--- config.mk ---
export PLATFORM = sky130hd
export DESIGN_NAME = ulaw_capture_fifo_core
export DESIGN_NICKNAME = d
export VERILOG_FILES = /design/src/ulcf_pkg.sv /design/src/ulaw_capture_fifo_core.sv /design/src/ulcf_encoder.sv /design/src/ulcf_ring.sv
export SDC_FILE = /design/constraint.sdc
export NUM_CORES = 2
export LEC_CHECK = 0
export BUFFER_PORTS_ARGS = -buffer_cell sky130_fd_sc_hd__buf_2
export CAP_MARGIN = 20
export CELL_PAD_IN_SITES_DETAIL_PLACEMENT = 1
export CELL_PAD_IN_SITES_GLOBAL_PLACEMENT = 1
export CORE_ASPECT_RATIO = 1.4
export CORE_MARGIN = 3
export CORE_UTILIZATION = 38
export DETAILED_ROUTE_END_ITERATION = 7
export PLACE_DENSITY = 0.66
export SETUP_SLACK_MARGIN = 0.15
export SYNTH_ARGS = -nofsm -noshare
export SYNTH_HDL_FRONTEND = slang
export SYNTH_SLANG_ARGS = --single-unit
--- constraint.sdc ---
create_clock -name clk_i -period 83.4 [get_ports clk_i]
set_clock_uncertainty 0.15 [all_clocks]
set_input_delay 4.17 -clock clk_i [delete_from_list [all_inputs] [get_ports clk_i]]
set_output_delay 4.17 -clock clk_i [all_outputs]
set_load 0.05 [all_outputs]
--- src/ulcf_pkg.sv ---
// Shared types and constants for the mu-law capture FIFO.
// No dependencies; imported by every module of the block.
`default_nettype none

package ulcf_pkg;

  // Ring storage depth in code bytes, and the widths that follow from it
  localparam int DEPTH = 512;
  localparam int IDX_W = $clog2(DEPTH);
  localparam int CNT_W = $clog2(DEPTH + 1);

  // Fixed field widths on the stream ports
  localparam int SMP_W  = 16;
  localparam int CODE_W = 8;
  localparam int FILL_W = 10;

  typedef enum logic {
    OP_PUSH = 1'b0,
    OP_POP  = 1'b1
  } op_e;

  // Request from the input stage to the ring
  typedef struct packed {
    op_e               op;
    logic [CODE_W-1:0] code;
  } ring_req_t;

  // Registered result of one request
  typedef struct packed {
    logic [CODE_W-1:0] code;
    logic              byte_valid;
    logic              overwrote;
    logic [FILL_W-1:0] fill_count;
  } ring_rsp_t;

endpackage

`default_nettype wire

--- src/ulaw_capture_fifo_core.sv ---
// An accepted request sits in the input register, then its outcome goes
// to the result register. Throughput: one request per cycle unless the
// output stalls; the input register feeds the encoder and ring update.
// A waiting result blocks the input register only while it holds a request.
// Reset clears the read pointer, fill count and valid flags at once; storage
// is not cleared, and no entry is read before it is written.
`default_nettype none

module ulaw_capture_fifo_core
  import ulcf_pkg::*;
(
  input  wire logic        clk_i,
  input  wire logic        rst_ni,
  input  wire logic        s_axis_tvalid,
  output logic             s_axis_tready,
  input  wire logic [15:0] s_axis_tdata,   // [15:0] adc_sample
  input  wire logic        s_axis_tuser,   // [0] opcode
  output logic             m_axis_tvalid,
  input  wire logic        m_axis_tready,
  output logic [23:0]      m_axis_tdata    // [7:0] code_byte, [8] byte_valid,
                                           // [9] overwrote_oldest,
                                           // [19:10] fill_count, [23:20] zero
);

  logic              in_valid_q;
  op_e               op_q;
  logic [SMP_W-1:0]  sample_q;
  logic              advance;
  logic              out_valid_q;
  logic [CODE_W-1:0] enc_code;
  ring_req_t         req;
  ring_rsp_t         rsp;

  assign advance       = in_valid_q && (!out_valid_q || m_axis_tready);
  assign s_axis_tready = !in_valid_q || advance;

  always_ff @(posedge clk_i or negedge rst_ni) begin
    if (!rst_ni) begin
      in_valid_q  <= 1'b0;
      out_valid_q <= 1'b0;
    end else begin
      if (s_axis_tready) begin
        in_valid_q <= s_axis_tvalid;
      end
      if (advance) begin
        out_valid_q <= 1'b1;
      end else if (m_axis_tready) begin
        out_valid_q <= 1'b0;
      end
    end
  end

  always_ff @(posedge clk_i) begin
    if (s_axis_tvalid && s_axis_tready) begin
      op_q     <= op_e'(s_axis_tuser);
      sample_q <= s_axis_tdata;
    end
  end

  ulcf_encoder u_encoder (
    .sample_i (sample_q),
    .code_o   (enc_code)
  );

  assign req.op   = op_q;
  assign req.code = enc_code;

  ulcf_ring u_ring (
    .clk_i  (clk_i),
    .rst_ni (rst_ni),
    .en_i   (advance),
    .req_i  (req),
    .rsp_o  (rsp)
  );

  assign m_axis_tvalid = out_valid_q;
  assign m_axis_tdata  = {4'b0000, rsp.fill_count, rsp.overwrote, rsp.byte_valid, rsp.code};

  a_flags_excl: assert property (@(posedge clk_i) disable iff (!rst_ni)
    out_valid_q |-> !(rsp.byte_valid && rsp.overwrote))
    else $error("pop and overwrite flagged together");

  a_over_full: assert property (@(posedge clk_i) disable iff (!rst_ni)
    (out_valid_q && rsp.overwrote) |-> (rsp.fill_count == FILL_W'(DEPTH)))
    else $error("overwrite without a full buffer");

  a_hold_input: assert property (@(posedge clk_i) disable iff (!rst_ni)
    (in_valid_q && !advance) |=> in_valid_q && $stable(sample_q) && $stable(op_q))
    else $error("stalled request lost");

endmodule

`default_nettype wire

--- src/ulcf_encoder.sv ---
// Piecewise mu-law encoder: offset-binary sample in, 8-bit code out.
// Purely combinational; uses ulcf_pkg for widths.
`default_nettype none

module ulcf_encoder
  import ulcf_pkg::*;
(
  input  wire logic [SMP_W-1:0]  sample_i,
  output logic      [CODE_W-1:0] code_o
);

  localparam logic signed [SMP_W-1:0] SMP_MAX = 16'sd31608;
  localparam logic signed [SMP_W-1:0] SMP_MIN = -16'sd31616;

  logic signed [SMP_W-1:0] s_raw;
  logic signed [SMP_W-1:0] s_clamp;
  logic                    pos;
  logic [2:0]              seg;
  logic signed [SMP_W-1:0] anchor;
  logic signed [SMP_W-1:0] diff;
  logic [3:0]              shamt;
  logic [SMP_W-1:0]        shifted;

  // Removing the 32768 offset is an MSB flip
  assign s_raw = {~sample_i[SMP_W-1], sample_i[SMP_W-2:0]};

  always_comb begin
    if (s_raw > SMP_MAX) begin
      s_clamp = SMP_MAX;
    end else if (s_raw < SMP_MIN) begin
      s_clamp = SMP_MIN;
    end else begin
      s_clamp = s_raw;
    end
  end

  assign pos = ~s_clamp[SMP_W-1];

  // Segment select; anchor is the segment's top for positives, and the
  // magnitude of the segment's bottom for negatives
  always_comb begin
    if (pos) begin
      if (s_clamp > 16'sd15736) begin
        seg = 3'd0; anchor = 16'sd31608;
      end else if (s_clamp > 16'sd7800) begin
        seg = 3'd1; anchor = 16'sd15736;
      end else if (s_clamp > 16'sd3832) begin
        seg = 3'd2; anchor = 16'sd7800;
      end else if (s_clamp > 16'sd1848) begin
        seg = 3'd3; anchor = 16'sd3832;
      end else if (s_clamp > 16'sd856) begin
        seg = 3'd4; anchor = 16'sd1848;
      end else if (s_clamp > 16'sd360) begin
        seg = 3'd5; anchor = 16'sd856;
      end else if (s_clamp > 16'sd112) begin
        seg = 3'd6; anchor = 16'sd360;
      end else begin
        seg = 3'd7; anchor = 16'sd112;
      end
    end else begin
      if (s_clamp < -16'sd15744) begin
        seg = 3'd0; anchor = 16'sd31616;
      end else if (s_clamp < -16'sd7804) begin
        seg = 3'd1; anchor = 16'sd15744;
      end else if (s_clamp < -16'sd3836) begin
        seg = 3'd2; anchor = 16'sd7804;
      end else if (s_clamp < -16'sd1852) begin
        seg = 3'd3; anchor = 16'sd3836;
      end else if (s_clamp < -16'sd860) begin
        seg = 3'd4; anchor = 16'sd1852;
      end else if (s_clamp < -16'sd364) begin
        seg = 3'd5; anchor = 16'sd860;
      end else if (s_clamp < -16'sd116) begin
        seg = 3'd6; anchor = 16'sd364;
      end else begin
        seg = 3'd7; anchor = 16'sd116;
      end
    end
  end

  // Distance into the segment is never negative and stays below 2^15
  assign diff    = pos ? (anchor - s_clamp) : (s_clamp + anchor);
  assign shamt   = 4'd10 - {1'b0, seg};
  assign shifted = SMP_W'(diff) >> shamt;
  assign code_o  = {pos, seg, shifted[3:0]};

endmodule

`default_nettype wire

--- src/ulcf_ring.sv ---
// Ring buffer of code bytes: pointer/count update, storage, result register.
// Uses ulcf_pkg for depth, widths and the request/response structs.
`default_nettype none

module ulcf_ring
  import ulcf_pkg::*;
(
  input  wire logic      clk_i,
  input  wire logic      rst_ni,
  input  wire logic      en_i,
  input  wire ring_req_t req_i,
  output ring_rsp_t      rsp_o
);

  localparam int SUM_W = CNT_W + 1;

  logic [CODE_W-1:0] mem [DEPTH];
  logic [CODE_W-1:0] rdata_q;

  logic [IDX_W-1:0]  oldest_q, oldest_d, oldest_inc;
  logic [CNT_W-1:0]  count_q, count_d;
  logic              full, empty;
  logic [SUM_W-1:0]  pos_sum;
  logic [IDX_W-1:0]  tail_pos;
  logic              wr_en, rd_en;
  logic [IDX_W-1:0]  wr_addr;
  logic              valid_d, over_d;
  logic              valid_q, over_q;
  logic [FILL_W-1:0] fill_q;

  assign full       = (count_q == CNT_W'(DEPTH));
  assign empty      = (count_q == '0);
  assign oldest_inc = (oldest_q == IDX_W'(DEPTH - 1)) ? '0 : oldest_q + 1'b1;
  assign pos_sum    = SUM_W'(oldest_q) + SUM_W'(count_q);
  assign tail_pos   = (pos_sum >= SUM_W'(DEPTH)) ? IDX_W'(pos_sum - SUM_W'(DEPTH))
                                                 : IDX_W'(pos_sum);

  always_comb begin
    oldest_d = oldest_q;
    count_d  = count_q;
    wr_en    = 1'b0;
    rd_en    = 1'b0;
    wr_addr  = tail_pos;
    valid_d  = 1'b0;
    over_d   = 1'b0;
    case (req_i.op)
      OP_PUSH: begin
        wr_en = en_i;
        if (full) begin
          // new byte lands in the slot of the dropped oldest one
          wr_addr  = oldest_q;
          oldest_d = oldest_inc;
          over_d   = 1'b1;
        end else begin
          count_d = count_q + 1'b1;
        end
      end
      OP_POP: begin
        if (!empty) begin
          rd_en    = en_i;
          valid_d  = 1'b1;
          oldest_d = oldest_inc;
          count_d  = count_q - 1'b1;
        end
      end
      default: begin
        count_d = count_q;
      end
    endcase
  end

  always_ff @(posedge clk_i or negedge rst_ni) begin
    if (!rst_ni) begin
      oldest_q <= '0;
      count_q  <= '0;
    end else if (en_i) begin
      oldest_q <= oldest_d;
      count_q  <= count_d;
    end
  end

  always_ff @(posedge clk_i) begin
    if (en_i) begin
      valid_q <= valid_d;
      over_q  <= over_d;
      fill_q  <= FILL_W'(count_d);
    end
  end

  always_ff @(posedge clk_i) begin
    if (wr_en) begin
      mem[wr_addr] <= req_i.code;
    end
  end

  always_ff @(posedge clk_i) begin
    if (rd_en) begin
      rdata_q <= mem[oldest_q];
    end
  end

  assign rsp_o.code       = valid_q ? rdata_q : '0;
  assign rsp_o.byte_valid = valid_q;
  assign rsp_o.overwrote  = over_q;
  assign rsp_o.fill_count = fill_q;

  a_count_bound: assert property (@(posedge clk_i) disable iff (!rst_ni)
    count_q <= CNT_W'(DEPTH))
    else $error("ring count above depth");

  a_oldest_bound: assert property (@(posedge clk_i) disable iff (!rst_ni)
    oldest_q <= IDX_W'(DEPTH - 1))
    else $error("oldest index out of range");

endmodule

`default_nettype wire

==> flow_summary.ini <==
[outcome]
outcome = finished, violations left
failed_checks = antenna rules, slew limit

[placed_design]
gp_congestion = 0.826
buffer_ports.inserted = 42
dp_hpwl_mm = 278

[clocking]
clock_latency_ps = 940
number_of_buffers_created_by_cts = 378
cts.hold.buffers_added = 0
tritoncts = built
post-cts-setup-buffers = 0
cts_sinks = 4154
ctsHtreeMaxLevel = 5
cts_resized = 0
cts_max_path_buffers = 4
clk_transition_reported_paths_ps = 70
cts_root_buf = sky130_fd_sc_hd__clkbuf_16

[floorplan]
design.core.area_um2 = 427000
io_pins = 47
die_area_um2 = 437000
start_util_pct = 38.2
floorplan.rows = 284
fp.dieW_um = 560
die_h_um = 781

[critical_path]
r2r-end = u_ring.mem[455][2]$_DFFE_PP_
cp_max_fo = 104
timing.setup.critical_path_class = reg -> reg
critPathRequiredTime_ps = 83810
worst_path_max_delay_cell = sky130_fd_sc_hd__buf_4
critPathCaptureType = register
launching_element_type_of_the_critical_path = register
path_delay_family = buffers and inverters
critical-path-max-stage-delay_ps = 880
launching_point_of_the_worst_reg2reg_path = sample_q[9]$_DFFE_PP_
worstPathBufferInverterCount = 5
critical_path.most_common_cell = sky130_fd_sc_hd__buf_4
worst-endpoint-arrival_ps = 10220
r2r_slack_ps = 73590
number_of_cells_on_the_worst_reg_to_reg_path = 26

[yosys]
synth_enable_flop_cells = 4133
yosys_warnings = 0
flip_flop_and_latch_count_after_synthesis = 4154
mappedNetlistArea_um2 = 163000
synthesis.instances = 7103
synth-seq-area-share_pct = 76.4
netlist.top_cell.by_area = sky130_fd_sc_hd__edfxtp_1
synth_area_leaders = sky130_fd_sc_hd__edfxtp_1 (76%), sky130_fd_sc_hd__mux4_2 (19%), sky130_fd_sc_hd__nor2_1 (1.4%)
synthArstFlopShare_pct = 0.506
synth_flop_cell = sky130_fd_sc_hd__edfxtp_1
synth_cell_type_count = 76
area_fraction_of_the_dominant_cell_type_after_synthesis_pct = 76.1
syn-mean-instance-area_um2 = 23.0

[min_path]
worstHoldStart = in_valid_q$_DFFE_PN0N_
hold_depth = 1
timing.hold.worst.class = reg -> reg
whs_endpoint = m_axis_tvalid$_DFFE_PN0P_

[global_routing]
grt_pass1_wl_mm = 634
grt.total_usage_pct = 20.1
grt_antenna_before_repair = 24
grt-ovfl-total = 0
pin_count_of_the_biggest_net_entering_global_routing = 219
grt_pass1_vias = 80600

[sta]
max_clock_freq_mhz = 102
rsz0062_at_grt = no
worst-slew-pin-transition_ps = 1500
finalCriticalPeriod_ps = 9810
worst_slew_margin_rel_pct = -0.138
final_min_period_over_clock_period_pct = 11.8
report.final.slew_viol_count = 9
fin_setup_tns_ps = 0
finalSetupViolCount = 0
final.hold.worst_slack_ps = 364
final-hold-violation-count = 0

[flow_run]
drv.max_cap_violation_count = 0

[detailed_routing]
drtIter0Drc = 9231
routedWlPerCell_um = 33.2
firstDrtPassIters = 7
via_per_inst = 5.72
detailed_route_drc_error_count = 0
route.vias.total = 76400
wirelength_mm = 444
number_of_antenna_violating_nets_in_the_routed_design = 1

[pwr]
power.leakage_nw = 54.9
peakVddDrop_uv = 30.2
power.density_nw_per_um2 = 33.3

[layout]
layout_commonest_cell = sky130_fd_sc_hd__edfxtp_1
area_growth_syn_to_layout_pct = 12.2
most_used_cells_in_the_layout_excluding_fill_and_tap_cells = sky130_fd_sc_hd__edfxtp_1 (4133), sky130_fd_sc_hd__mux4_2 (1365), sky130_fd_sc_hd__nor2_1 (586)
final_nets = 7371
layout.area.seq_um2 = 125000
fillCellCount = 39000
multi_input_area_um2 = 36800
drive_gt1_share_pct = 29.0
==> layout make-up <==
cell class                 count  share of cell area [%]
timing repair buffer         238                    1.06
inverter                      22                  0.0492
antenna                       26                  0.0355
clock inverter               251                    1.39
sequential                  4154                    68.1
tap                         5720                    3.91
clock buffer                 431                    5.36
multi-input combinational   2526                    20.1
==> metal layers <==
metal  part of all wire (%)  track usage, %
met4                    4.2            7.60
met3                    6.1            2.93
met5                  0.057               0
met1                     38            25.8
met2                     52            34.7
==> Yosys cell counts (15+ instances only) <==
library cell	number
sky130_fd_sc_hd__nand2_1	143
sky130_fd_sc_hd__a21oi_1	34
sky130_fd_sc_hd__edfxtp_1	4133
sky130_fd_sc_hd__nor3_1	22
sky130_fd_sc_hd__clkbuf_1	205
sky130_fd_sc_hd__dfrtp_1	21
sky130_fd_sc_hd__a21o_1	15
sky130_fd_sc_hd__inv_1	20
sky130_fd_sc_hd__nand2b_1	20
sky130_fd_sc_hd__mux4_2	1365
sky130_fd_sc_hd__buf_1	70
sky130_fd_sc_hd__nor2_1	588
sky130_fd_sc_hd__nand3_1	20
sky130_fd_sc_hd__xnor2_1	25
sky130_fd_sc_hd__buf_2	120
sky130_fd_sc_hd__ha_1	28
sky130_fd_sc_hd__o21ai_0	44
sky130_fd_sc_hd__mux2i_1	15
==> through the flow <==
step / area [µm²] / power (W) / util, % / instances / setup slack [ps]
floorplan: 163000 / 0.00396 / - / 7106 / 41900
global placement: 170000 / 0.00435 / 39.8 / 12600 / 73640
detailed placement: 170000 / 0.00439 / 39.9 / 12600 / 73670
CTS: 183000 / 0.00615 / 42.8 / 13300 / 73640
global route: 183000 / 0.00629 / 42.8 / 13300 / 72740
finish: 183000 / 0.00609 / 42.8 / 13400 / 73590
==> registers in the layout, summed over array words and instances, names as in the netlist <==
signal,flops
u_ring.mem,4096
sample_q,16
u_ring.count_q,10
u_ring.fill_q,10
u_ring.oldest_q,9
u_ring.rdata_q,8
in_valid_q,1
m_axis_tvalid,1
op_q,1
u_ring.over_q,1
u_ring.valid_q,1
==> power breakdown <==
part           internal, W  total [W]  switching, W
registers          0.00255    0.00258     0.0000354
clock network     0.000988    0.00176      0.000776
logic             0.000686    0.00174       0.00106
==> logic make-up (layout without fill, tap and decap cells) <==
group / after synthesis / in the layout / synth area share (%)
and+or+nand+nor: 899 / 899 / 2.35
buffers and inverters: 426 / 942 / 1.09
adders and majority gates: 30 / 30 / 0.239
AOI/OAI and AO/OA: 160 / 160 / 0.671
other: 1 / 30 / 0.00230
muxes: 1393 / 1393 / 19.0
xor gates and xnor gates: 40 / 40 / 0.231
DFF: 4154 / 4154 / 76.4
==> how the worst max path moves through the flow <==
stage                     depth (start not counted)                  start                           end
final                                            26  sample_q[9]$_DFFE_PP_  u_ring.mem[455][2]$_DFFE_PP_
after global routing                             29  sample_q[9]$_DFFE_PP_   u_ring.mem[90][1]$_DFFE_PP_
after detailed placement                         26  sample_q[9]$_DFFE_PP_  u_ring.mem[452][2]$_DFFE_PP_
after global placement                           29  sample_q[8]$_DFFE_PP_   u_ring.mem[72][1]$_DFFE_PP_
after floorplan                                  16  sample_q[8]$_DFFE_PP_    u_ring.mem[0][1]$_DFFE_PP_
after CTS                                        26  sample_q[9]$_DFFE_PP_  u_ring.mem[453][2]$_DFFE_PP_
(Power assumes the default switching activity.)
